--- src/sv/assert_macros.svh ---
// Assertion macros shared by the ranging block.
`ifndef ASSERT_MACROS_SVH
`define ASSERT_MACROS_SVH
// Implication checked at every clock edge outside reset.
`define ASSERT_IMPL(lbl, clk, rst_n, ante, cons) \
  lbl: assert property (@(posedge clk) disable iff (!rst_n) (ante) |-> (cons)) \
    else $error("assertion failed");
// Next-cycle implication checked outside reset.
`define ASSERT_NEXT(lbl, clk, rst_n, ante, cons) \
  lbl: assert property (@(posedge clk) disable iff (!rst_n) (ante) |=> (cons)) \
    else $error("assertion failed");
`endif

--- src/sv/dstwr_pkg.sv ---
package dstwr_pkg;
  localparam int unsigned TimestampBits = 40;
  localparam int unsigned NumW = 65;
  localparam int unsigned DenW = 35;
  // One divider step per cell, plus sign fixup at the end.
  localparam int unsigned DivSteps = NumW - 1;

  typedef enum logic [1:0] {
    ST_OK      = 2'd0,
    ST_MISSING = 2'd1,
    ST_ZERODEN = 2'd2
  } status_e;

  // Word carried down the divider chain.
  typedef struct packed {
    logic                valid;
    logic [1:0]          status;
    logic                neg;
    logic [NumW-2:0]     quo;
    logic [DenW:0]       rem;
    logic [DenW-1:0]     den;
  } div_word_t;
endpackage

--- src/sv/dstwr_cell.sv ---
module dstwr_cell (
  input  logic                 clk_i,
  input  logic                 rst_ni,
  input  dstwr_pkg::div_word_t word_i,
  output dstwr_pkg::div_word_t word_o
);
  import dstwr_pkg::*;

  // One restoring division step: shift in the next dividend bit.
  logic [DenW:0] sh;
  logic [DenW+1:0] diff;
  div_word_t w_d, w_q;
  logic valid_q;

  always_comb begin
    sh   = {word_i.rem[DenW-1:0], word_i.quo[NumW-2]};
    diff = {1'b0, sh} - {2'b0, word_i.den};
    w_d  = word_i;
    if (!diff[DenW+1]) begin
      w_d.rem = diff[DenW:0];
    end else begin
      w_d.rem = sh;
    end
    w_d.quo = {word_i.quo[NumW-3:0], ~diff[DenW+1]};
  end

  always_ff @(posedge clk_i or negedge rst_ni) begin
    if (!rst_ni) begin
      valid_q <= 1'b0;
    end else begin
      valid_q <= word_i.valid;
    end
  end

  always_ff @(posedge clk_i) begin
    w_q <= w_d;
  end

  // Only the valid flag is reset; it overrides the stored copy.
  always_comb begin
    word_o       = w_q;
    word_o.valid = valid_q;
  end
endmodule

--- config.mk ---
export PLATFORM = sky130hd
export DESIGN_NAME = dstwr_cell
export DESIGN_NICKNAME = d
export VERILOG_FILES = /design/src/sv/assert_macros.svh /design/src/sv/dstwr_pkg.sv /design/src/sv/dstwr_cell.sv
export SDC_FILE = /design/constraint.sdc
export NUM_CORES = 1
export LEC_CHECK = 0
export ABC_CLOCK_PERIOD_IN_PS = 800
export BUFFER_PORTS_ARGS = -buffer_cell sky130_fd_sc_hd__buf_4
export CAP_MARGIN = 20
export CORE_MARGIN = 2
export CORE_UTILIZATION = 41
export DETAILED_ROUTE_END_ITERATION = 16
export PLACE_DENSITY = 0.72
export SLEW_MARGIN = 10
export SYNTH_ARGS = -nofsm -noshare
export SYNTH_HDL_FRONTEND = slang
export SYNTH_SLANG_ARGS = --single-unit
export TNS_END_PERCENT = 1
--- constraint.sdc ---
create_clock -name clk_i -period 0.8 [get_ports clk_i]
set_input_delay 0.04 -clock clk_i [delete_from_list [all_inputs] [get_ports clk_i]]
set_output_delay 0.04 -clock clk_i [all_outputs]
set_load 0.01 [all_outputs]
Word-level counts from Yosys, hierarchy flattened
Index checks and enable logic that the tools add are counted.
{ "word_totals": {"ff_bits": 139, "inputBits": 141, "out_inout_bits": 139, "wordCells": 9} }
{ "op_classes": {"addsub": 1, "muxes": 1, "n_bitwise": 1} }
{ "ops": {"columns": ["cell", "n"], "rows": [
  ["$sub A36 B35 Y37", 1],
  ["$mux W36", 1],
  ["$not A1 Y1", 1]
]} }

Depth between registers and ports, before layout
Gate-level depths: netlist of run 1.
{ "logic_depth": {"word_depth": 2, "ltp_mapped": 12, "mapped_depth_nobuf": 11} }

Worst setup path after synthesis of run 1
OpenSTA, ideal clock, no wires.
{ "synth_path": {"kind": "input-to-reg", "from": "input port word_i[12] in the netlist's numbering", "to": "register w_q, in the netlist word_o[64]", "setup_ns": 0.129, "arrival_ns": 2.283, "required_time_ns": 0.671, "setup_slack_ns": -1.613, "cell_stages": 11, "n_path_buf": 1, "cell_sequence": "inv_1 ha_1 and3_4 buf_6 a31o_1 a311oi_2 nand3_1 a21oi_2 mux2_1 o41ai_1 o21ai_1"} }
{ "synth_rtl": {"columns": ["item", "line_no", "text"], "rows": [
  ["start, declared", "dstwr_cell.sv:4", "input dstwr_pkg::div_word_t word_i,"],
  ["end signal, assigned", "dstwr_cell.sv:36", "w_q <= w_d;"],
  ["end, declared", "dstwr_cell.sv:12", "div_word_t w_d, w_q;"]
]} }

==> results of run 1 <==
## cell type report
class | count | area share (%)
clock buffers | 19 | 3.77
multi-input cells | 327 | 23.9
repair buffers | 542 | 42.7
clock inverters | 13 | 1.34
inverters | 43 | 1.42
flip-flops and latches | 139 | 25.0
well taps | 176 | 1.87
## through the flow
stage	area (um^2)	TNS, ps	setup slack, ps	instances	utilization, %
2_1_floorplan	5500	-45490	-1360	527	-
4_1_cts	11300	-53740	-1170	1248	86.3
5_1_grt	11700	-64940	-1400	1259	89.8
3_3_place_gp	8490	-56890	-1620	1070	64.8
6_report	11700	-61000	-1400	1259	89.8
3_5_place_dp	8490	-58360	-1660	1070	64.8
## worst paths after layout
path | startpoint | to | slack [ps] | cells past startpoint
worst min-delay path | word_i[1] | word_o[36] | 20 | 3
min in group asynchronous | rst_ni | valid_q | 490 | 3
max in group asynchronous | rst_ni | valid_q | 200 | 3
worst max-delay path | word_i[0] | word_o[50] | -1400 | 14
## registers in the layout (all words and copies together) (netlist names)
signal,cells
word_o,138
valid_q,1
## cells by family after synthesis
kind of cell,after synthesis,synth area share [%]
AO/OA/AOI/OAI,139,17.3
XOR/XNOR,25,4.04
adder cells (fa/ha/maj),36,8.45
buffers and inverters,61,5.75
flip-flops,139,51.4
multiplexers,12,2.56
AND/OR/NAND/NOR,115,10.5
## per-layer routing
metal  share of wire (%)  wire (um)
met1                  34      11000
met2                  47      15400
met3                  10       3380
met4                 9.0       2950
met5               0.040         13
## power by group through the flow
stage / clock, W / combinational, W / sequential (W)
after floorplan: 0 / 0.00189 / 0.00825
after global placement: 0 / 0.00478 / 0.00793
after detailed placement: 0 / 0.00484 / 0.00793
after CTS: 0.00806 / 0.00610 / 0.00792
after global routing: 0.00873 / 0.00738 / 0.00811
final: 0.00856 / 0.00716 / 0.00809
## tightest hold or removal path, delay by kind of cell
family	cells	cell delay [ps]
buffers and inverters	1	100
adders and majority gates	1	210
AOI/OAI and AO/OA	1	50
## synthesized netlist by cell type, drive strengths merged, types with 10 or more instances
| cell type | number |
|---|---|
| a21o | 17 |
| a21oi | 44 |
| buf | 17 |
| dfxtp | 138 |
| ha | 35 |
| inv | 43 |
| mux2 | 12 |
| nand2 | 21 |
| nor2 | 47 |
| o21ai | 22 |
| xnor2 | 15 |
| xor2 | 10 |
## what timing repair did
item                                    4_1_cts  5_1_grt
gates cloned                                  2        0
endpoints found under the setup margin      176      176
buffers inserted                              9        7
pin swaps                                    13       21
gates resized for setup                     223      129
hold buffers                                135        4
hold endpoints to repair                    137        3
==> summary.md, run 1 <==
| Metric | Value |
|---|---|
| Status | `finished, violations left` |
| Failing checks | `negative setup slack` |
| Cells after synthesis | `527` |
| Register area | `2940 um^2` |
| Met2 usage | `65.6%` |
| Syn avg cell area | `10.3 um^2` |
| Crit-path max FO | `8` |
| Post-synth net total | `704` |
| First-pass GRT wire length | `40.9 mm` |
| Area of the multi-input gates | `2810 um^2` |
| RSZ-0062 raised after global routing | `true` |
| Total Nets Final | `1,247` |
| TritonCTS Sinks | `139` |
| Synth Warn # | `0` |
| Sw frac | `31.1%` |
| Delay-heaviest family, CP | `compound AO/OA/AOI/OAI gates` |
| Worst path required time | `1110 ps` |
| Leak pwr | `5.52 nW` |
| Routed len/inst | `26.0 um` |
| Worst hold path class | `primary input to flip-flop` |
| Peak supply drop | `0.00223 V` |
| Drt via density | `5.77` |
| Psw | `0.00740 W` |
| PnR Total Power | `0.0238 W` |
| Initial Utilization | `41.4%` |
| Register area share after synthesis | `51.4%` |
| Final setup fails | `176` |
| Setup CP Type | `primary input to flip-flop` |
| Max-cap violations | `0` |
| Total GRT Usage | `37.9%` |
| DRT Wirelength | `32.7 mm` |
| Total CTS buffers | `17` |
| CTS root buf | `clkbuf_16` |
| Rel. slew slack | `66.5%` |
| Antenna Cells | `0` |
| Full die area | `14,200 um^2` |
| DR DRC count | `0` |
| Placer Congestion | `0.881` |
| Max Slew Vio Count | `0` |
| Total grt overflow | `0` |
| Worst path max stage delay | `340 ps` |
| Initial antenna violation count | `3` |
| Unique masters post-synth | `70` |
| Least-Margin Pin Slew | `496 ps` |
| Antenna viol nets, final | `0` |
| Die width | `119 um` |
| Port Buf Inserts | `278` |
| Max Fclk | `0.455 GHz` |
| Post-layout min period | `2200 ps` |
| Layout cell share with drive strength beyond 1 | `60.2%` |
| CTS tree | `done` |
| Worst setup EP type | `flip-flop` |
| WHS | `17.8 ps` |
| FP Rows | `42` |
| Seq cells post-synth | `139` |
| Clock transition at the registers of the reported paths | `70 ps` |
| CTS Buffer Depth | `2` |
| Commonest non-fill, non-tap cell in the layout | `buf_4` |
| Critical path startpoint category | `primary input` |
| Combinational power share | `30.1%` |
| Detailed Route Iter0 Violations | `873` |
| Cell Area, Synth | `5420 um^2` |
| Data arrival time of the worst path | `2510 ps` |
| Met1 Usage GRT | `40.2%` |
| Largest net degree at the start of global routing | `17` |
| Crit share post-route | `275%` |
| Die Ht | `119 um` |
| Buf/Inv on CP | `4` |
| DR vias | `7,260` |
| Fill cells | `474` |
| I/O Pins | `280` |
| M3 GR Usage | `11.4%` |
| Share of flip-flops with an asynchronous set or reset | `0.719%` |
| Hold Fails Final Rpt | `0` |
| Most frequent cells in the layout | `buf_4, dlygate4sd3_1, buf_6` |
| Top cell type by total area after synthesis | `dfxtp_1` |
| DRT Pass-1 Iters | `5` |
| Area growth from synthesis to layout | `117%` |
| Top_reg_cell synth | `dfxtp_1` |
| CP dominant cell by count | `buf_6` |
| Top-area cell type share of the netlist area | `51.0%` |
| Htree depth | `4` |
| Critical path's slowest cell | `fa_2` |
| Crit-path cells | `buf_8 -> ha_4 -> fa_2 -> nand2b_4 -> a21oi_4 -> o211ai_1 -> a21o_1 -> and3_4 -> o21ai_4 -> buf_6 -> buf_12 -> buf_6 -> nor2_1 -> a21oi_1` |
| PD cells | `2030 nW/um^2` |
| Top post-synthesis cells by area | `dfxtp_1, ha_1, a21oi_1` |
| Worst setup margin | `-1400 ps` |
| Cell-internal power | `0.0164 W` |
| Global routing's busiest layer | `met2` |
| Register share of total power | `34.0%` |
| Clk pwr share | `36.0%` |
| Placeable Area | `13,100 um^2` |
| Vias in the first global route | `6,998` |
| Final HPWL DP | `13.9 mm` |
| Number of flops mapped to enable cells by yosys | `0` |
Note: power is estimated with default switching activity, not from simulation.
==> run 2: changes to the inputs <==
--- a/config.mk
+++ b/config.mk
@@ -8,6 +8,7 @@
 export ABC_CLOCK_PERIOD_IN_PS = 800
 export BUFFER_PORTS_ARGS = -buffer_cell sky130_fd_sc_hd__buf_4
 export CAP_MARGIN = 20
+export CORE_ASPECT_RATIO = 2
 export CORE_MARGIN = 2
 export CORE_UTILIZATION = 41
 export DETAILED_ROUTE_END_ITERATION = 16
==> run 2 against run 1 <==
  * The flow finishes with violations (negative hold slack, negative setup slack)
  * Largest cell class unchanged
  * Largest power group is now sequential cells
  * Highest routed layer is now met4
  * Via count down 0.63%
  * Maximum frequency is 4.9% lower
  * Critical path depth fell by 2
  * Flip-flop and latch count stayed put
  * Worst hold slack worse by 150 ps
  * Critical endpoint is now word_o[52]
  * Power decreased by 2.5%
==> summary.md, run 2 (synthesized netlist as in run 1, its figures left out) <==
| Metric | Value |
|---|---|
| Detailed Route Iter0 Violations | `730 (-16%)` |
| Area of the multi-input gates | `2790 um^2 (-0.58%)` |
| Placeable Area | `13,000 um^2 (-0.71%)` |
| Crit-path cells | `buf_4 -> inv_2 -> ha_4 -> o21ai_0 -> nor2_1 -> a311oi_2 -> buf_4 -> nand2_2 -> a21o_1 -> a21oi_2 -> xnor2_1 -> mux2_4` |
| Max Fclk | `0.433 GHz (-4.9%)` |
| Status | `finished, violations left` |
| WHS Endpoint | `word_o[35]` |
| Setup CP Type | `primary input to flip-flop` |
| Non-Filler Instances | `1,240 (-1.5%)` |
| CP dominant cell by count | `buf_4` |
| DR DRC count | `0 (unchanged)` |
| CTS tree | `done` |
| Max-cap violations | `0 (unchanged)` |
| FP Rows | `59 (+40%)` |
| WHS | `-133 ps (-151 ps)` |
| DRT Pass-1 Iters | `8 (+3)` |
| I/O Pins | `280 (unchanged)` |
| Peak supply drop | `0.00258 V (+15%)` |
| Least-Margin Pin Slew | `559 ps (+62.9 ps)` |
| First-pass GRT wire length | `41.3 mm (+1.0%)` |
| Antenna Cells | `0 (unchanged)` |
| Layout cell share with drive strength beyond 1 | `60.7% (+0.46 points)` |
| PD cells | `1990 nW/um^2 (-1.9%)` |
| Worst setup margin | `-1510 ps (-114 ps)` |
| Total Nets Final | `1,252 (+0.40%)` |
| Hold Fails Final Rpt | `1 (+1)` |
| DR vias | `7,214 (-0.63%)` |
| DRT Wirelength | `32.5 mm (-0.53%)` |
| Placement Setup Slack | `-1730 ps (-67.1 ps)` |
| Leak pwr | `5.50 nW (-0.26%)` |
| Max FFs per register | `138 (unchanged)` |
| Delay-heaviest family, CP | `compound AO/OA/AOI/OAI gates` |
| CTS root buf | `clkbuf_16` |
| Largest net degree at the start of global routing | `18 (+1)` |
| Buf/Inv on CP | `3 (-1)` |
| Critical path's slowest cell | `a311oi_2` |
| Post-layout min period | `2310 ps (+114 ps)` |
| Initial antenna violation count | `0 (-3)` |
| Most frequent cells in the layout | `buf_4, dlygate4sd3_1, buf_6` |
| Setup TNS | `-61,530 ps (-530 ps)` |
| Full die area | `14,200 um^2 (+0.39%)` |
| Antenna viol nets, final | `0 (unchanged)` |
| CTS Buffer Depth | `2 (unchanged)` |
| TritonCTS Sinks | `139 (unchanged)` |
| Data arrival time of the worst path | `2620 ps (+110 ps)` |
| Worst path required time | `1110 ps (about the same)` |
| Worst setup EP type | `flip-flop` |
| Crit share post-route | `289% (+14 points)` |
| Worst hold path class | `primary input to flip-flop` |
| Commonest non-fill, non-tap cell in the layout | `buf_4` |
| Critical path startpoint category | `primary input` |
| Hold Crit Start | `word_i[134]` |
| Worst hold path cell count | `3 (unchanged)` |
| Area growth from synthesis to layout | `115%` |
| Initial Utilization | `41.7% (+0.30 points)` |
| RSZ-0062 raised after global routing | `true` |
| WP depth | `12 (-2)` |
| Drt via density | `5.82 (+0.89%)` |
| Port Buf Inserts | `278 (unchanged)` |
| Fill cells | `480 (+1.3%)` |
| Total CTS buffers | `17 (unchanged)` |
| Total grt overflow | `0 (unchanged)` |
| Htree depth | `4 (unchanged)` |
| Max Slew Vio Count | `0 (unchanged)` |
| Total GRT Usage | `37.8% (-0.093 points)` |
| Placer Congestion | `0.821 (-6.8%)` |
| Clock transition at the registers of the reported paths | `70 ps (about the same)` |
| Die Ht | `167 um (+40%)` |
| Vias in the first global route | `7,535 (+7.7%)` |
| Final HPWL DP | `14.1 mm (+0.98%)` |
| Final setup fails | `176 (unchanged)` |
| Routed len/inst | `26.2 um (+1.0%)` |
| Register area | `2940 um^2 (unchanged)` |
| Placed Instances | `1,054 (-1.5%)` |
| Crit-path max FO | `3 (-5)` |
| Failing checks | `negative hold slack, negative setup slack` |
| Die width | `85.3 um (-28%)` |
| Rel. slew slack | `62.5% (-4.0 points)` |
| Worst path max stage delay | `380 ps (+40 ps)` |
-- run 2: changes by cell type in the layout (fill, tap and decap cells not counted), sizes merged --
| cell | previous run | this run |
|---|---|---|
| buf | 402 | 410 |
| clkinv | 5 | 2 |
| clkinvlp | 1 | 4 |
| inv | 48 | 51 |
| bufinv | 2 | 0 |
| clkbuf | 20 | 18 |
| dlygate4sd3 | 139 | 137 |
-- run 2: layer usage --
| layer | share of wire, % | GRT usage, % | vias to the layer above |
|---|---|---|---|
| li1 | - | - | 2930 |
| met1 | 30 | 34.7 | 3318 |
| met2 | 50 | 70.7 | 669 |
| met3 | 9.2 | 8.52 | 297 |
| met4 | 10 | 25.9 | 0 |
| met5 | 0 | 0 | - |
-- run 2: report_power, final --
group / internal [W] / total [W] / switching (W)
clock: 0.00410 / 0.00790 / 0.00381
combinational: 0.00397 / 0.00721 / 0.00324
sequential: 0.00769 / 0.00811 / 0.000419
total: 0.0158 / 0.0232 / 0.00746
-- run 2: layout make-up --
class	instances	share of cell area, %
flip-flops and latches	139	25.1
clock inverters	14	1.09
clock buffers	18	3.67
repair buffers	547	43.1
inverters	43	1.42
well taps	152	1.63
multi-input cells	327	23.9
-- run 2: how the worst max path moves through the flow --
stage | slack [ps] | start | end
floorplan | -1360 | word_i[48] | word_o[64]
global placement | -1700 | word_i[8] | word_o[64]
detailed placement | -1730 | word_i[6] | word_o[64]
CTS | -1110 | word_i[134] | word_o[52]
global route | -1500 | word_i[13] | word_o[52]
finish | -1510 | word_i[13] | word_o[52]
-- run 2: per-stage QoR --
step	hold slack (ps)	power, W	util [%]	instance area (um^2)
floorplan	-256	0.0101	-	5500
global placement	-184	0.0127	65.4	8490
detailed placement	-182	0.0128	65.4	8490
CTS	-262	0.0216	86.7	11300
global route	-102	0.0236	89.9	11700
finish	-133	0.0232	89.9	11700
-- run 2: what timing repair did --
| action | CTS | global route |
|---|---|---|
| pin swaps | 19 | 16 |
| cloned | 0 | 0 |
| hold buffers | 136 | 1 |
| gates resized for setup | 214 | 137 |
| setup buffers | 11 | 6 |
| endpoints found under the hold margin | 137 | 2 |
| setup endpoints to repair | 176 | 176 |
==> run 3: changes to the inputs <==
--- a/config.mk
+++ b/config.mk
@@ -13,6 +13,7 @@
 export CORE_UTILIZATION = 41
 export DETAILED_ROUTE_END_ITERATION = 16
 export PLACE_DENSITY = 0.72
+export SKIP_LAST_GASP = 1
 export SLEW_MARGIN = 10
 export SYNTH_ARGS = -nofsm -noshare
 export SYNTH_HDL_FRONTEND = slang
==> constraint.sdc (replaced) <==
create_clock -name clk_i -period 0.8 [get_ports clk_i]
set_input_delay 0.04 -clock clk_i [delete_from_list [all_inputs] [get_ports clk_i]]
set_output_delay 0.04 -clock clk_i [all_outputs]
set_load 0.05 [all_outputs]
==> run 3 against run 2 <==
  * The flow still finishes with violations (negative hold slack, negative setup slack)
  * Flip-flop and latch count unchanged
  * Die area is the same
  * Count of clock-buffer cells in the layout unchanged
  * Final area down 6.5%
  * Sequential share of layout area rose by 0.40 points
  * Global-route usage shrank 5.9 points
  * Cell count fell by 0.16%
  * Setup slack better by 300 ps
  * Non-clock buffer count decreased by 2
  * Sequential power shrank 3.5%
  * Wire length shrank 23%
  * Power up 2.1%
  * Largest cell class unchanged
  * Highest routed layer unchanged
==> summary.md, run 3 (synthesized netlist as in run 1, its figures left out) <==
| Metric | Value |
|---|---|
| Status | `finished, violations left` |
| Failing checks | `negative hold slack, negative setup slack` |
| Initial Utilization | `41.7% (unchanged)` |
| Total CTS buffers | `17 (unchanged)` |
| Vias in the first global route | `7,044 (-6.5%)` |
| Placeable Area | `13,000 um^2 (unchanged)` |
| Die Ht | `167 um (unchanged)` |
| Die width | `85.3 um (unchanged)` |
| WHS Endpoint | `word_o[35]` |
| Placer Congestion | `0.821 (unchanged)` |
| Fin area | `10,900 um^2 (-6.5%)` |
| Area growth from synthesis to layout | `101%` |
| Antenna viol nets, final | `0 (unchanged)` |
| Final Core Density | `84.0% (-5.9 points)` |
| Setup CP Type | `primary input to flip-flop` |
| Max Slew Vio Count | `0 (unchanged)` |
| Least-Margin Pin Slew | `382 ps (-177 ps)` |
| Non-Filler Instances | `1,238 (-0.16%)` |
| DR DRC count | `0 (unchanged)` |
| Worst setup EP type | `flip-flop` |
| Antenna Cells | `0 (unchanged)` |
| CTS Buffer Depth | `2 (unchanged)` |
| Largest net degree at the start of global routing | `18 (unchanged)` |
| Fill cells | `664 (+38%)` |
| Max Fclk | `0.496 GHz (+15%)` |
| Full die area | `14,200 um^2 (unchanged)` |
| Final setup fails | `176 (unchanged)` |
| DRT Wirelength | `25.0 mm (-23%)` |
| Worst path max stage delay | `340 ps (-40 ps)` |
| DP Area | `8490 um^2 (unchanged)` |
| Post-layout min period | `2020 ps (-296 ps)` |
| Worst hold path cell count | `3 (unchanged)` |
| FP Rows | `59 (unchanged)` |
| Detailed Route Iter0 Violations | `409 (-44%)` |
| Total Nets Final | `1,250 (-0.16%)` |
| Psw | `0.00848 W (+14%)` |
| Crit share post-route | `252% (-37 points)` |
| Rel. slew slack | `74.2% (+12 points)` |
| Htree depth | `4 (unchanged)` |
| Worst hold path class | `primary input to flip-flop` |
| Placement Setup Slack | `-1730 ps (unchanged)` |
| Register share of total power | `33.0% (-1.9 points)` |
| Port Buf Inserts | `278 (unchanged)` |
| PD cells | `2170 nW/um^2 (+9.2%)` |
| Commonest non-fill, non-tap cell in the layout | `buf_4` |
| DR vias | `6,563 (-9.0%)` |
| Final HPWL DP | `14.1 mm (unchanged)` |
| WHS | `-134 ps (-1.17 ps)` |
| Cell-internal power | `0.0152 W (-3.4%)` |
| CTS tree | `done` |
| DRT Pass-1 Iters | `5 (-3)` |
| Sw frac | `35.8% (+3.7 points)` |
| Initial antenna violation count | `0 (unchanged)` |
| Max FFs per register | `138 (unchanged)` |
| PnR Total Power | `0.0237 W (+2.1%)` |
| Clock transition at the registers of the reported paths | `70 ps (about the same)` |
| Peak supply drop | `0.00206 V (-20%)` |
| Most frequent cells in the layout | `buf_4, dfxtp_1, dlygate4sd3_1` |
| RSZ-0062 raised after global routing | `true` |
| Data arrival time of the worst path | `2310 ps (-310 ps)` |
| Crit-path max FO | `4 (+1)` |
| Leak pwr | `5.30 nW (-3.7%)` |
| Hold Fails Final Rpt | `1 (unchanged)` |
| First-pass GRT wire length | `35.6 mm (-14%)` |
| Drt via density | `5.30 (-8.9%)` |
| Placed Instances | `1,054 (unchanged)` |
| Clk pwr share | `31.9% (-2.1 points)` |
| Critical path's slowest cell | `a311oi_2` |
| CP dominant cell by count | `a21oi_2` |
| Routed len/inst | `20.2 um (-23%)` |
| Crit-path cells | `buf_4 -> inv_1 -> ha_4 -> a21oi_2 -> o21ai_2 -> a311oi_2 -> nand3_1 -> a21oi_2 -> mux2_4 -> o41ai_2 -> o21ai_1` |
| CTS root buf | `clkbuf_16` |
| Max-cap violations | `0 (unchanged)` |
| Total grt overflow | `0 (unchanged)` |
| Hold Crit Start | `word_i[134]` |
| Layout cell share with drive strength beyond 1 | `47.5% (-13 points)` |
| Total GRT Usage | `32.0% (-5.9 points)` |
| Worst setup margin | `-1220 ps (+296 ps)` |
| Critical path startpoint category | `primary input` |
| TritonCTS Sinks | `139 (unchanged)` |
| Worst path required time | `1100 ps (about the same)` |
| I/O Pins | `280 (unchanged)` |
| Combinational power share | `35.1% (+4.1 points)` |
-- run 3: cell count changes in the layout (fill, tap and decap cells not counted), sizes merged --
cell / delta
buf: -2
-- run 3: stage by stage --
step	hold WS (ps)	setup TNS, ps
after floorplan	-256	-45490
final	-134	-65410
after global routing	-104	-71930
after detailed placement	-182	-57620
after CTS	-262	-63880
after global placement	-184	-56650
-- run 3: critical path: cells and delay by family --
kind / cells / cell delay [ps]
multiplexers: 1 / 330
AO/OA/AOI/OAI: 6 / 1310
buffers and inverters: 2 / 210
AND/OR/NAND/NOR: 1 / 180
adder cells (fa/ha/maj): 1 / 240
-- run 3: cell type report --
class | count | area [um^2] | area share [%]
Timing Repair Buffer | 545 | 4530 | 41.5
Sequential cell | 139 | 2790 | 25.5
Multi-Input combinational cell | 327 | 2690 | 24.6
Clock buffer | 18 | 429 | 3.93
Tap cell | 152 | 190 | 1.74
Inverter | 43 | 166 | 1.52
Clock inverter | 14 | 128 | 1.17
-- run 3: worst max path at each step --
stage / cells past startpoint / slack, ps / to / startpoint
after floorplan: 10 / -1360 / word_o[64] / word_i[48]
after global placement: 11 / -1700 / word_o[64] / word_i[8]
after detailed placement: 11 / -1730 / word_o[64] / word_i[6]
after CTS: 13 / -1110 / word_o[52] / word_i[134]
after global routing: 11 / -1290 / word_o[64] / word_i[8]
final: 11 / -1220 / word_o[64] / word_i[8]
-- run 3: repair_timing --
item,4_1_cts,5_1_grt
hold buffers,136,1
buffers inserted,11,4
endpoints found under the hold margin,137,2
endpoints found under the setup margin,176,176
pin swaps,16,21
gates resized for setup,40,38
-- run 3: per-layer routing --
| metal | vias to the layer above | GRT usage [%] | wire, um |
|---|---|---|---|
| met1 | 3061 | 28.8 | 7890 |
| met5 | - | 0 | 0 |
| met3 | 140 | 6.29 | 1540 |
| met2 | 421 | 62.9 | 13900 |
| li1 | 2941 | - | - |
| met4 | 0 | 18.0 | 1740 |
-- run 3: power by group through the flow --
stage	Sequential, W	Clock (W)	Combinational, W
floorplan	0.0102	0	0.00190
global placement	0.00792	0	0.00683
detailed placement	0.00793	0	0.00692
CTS	0.00778	0.00755	0.00775
global route	0.00787	0.00789	0.00866
finish	0.00783	0.00756	0.00832
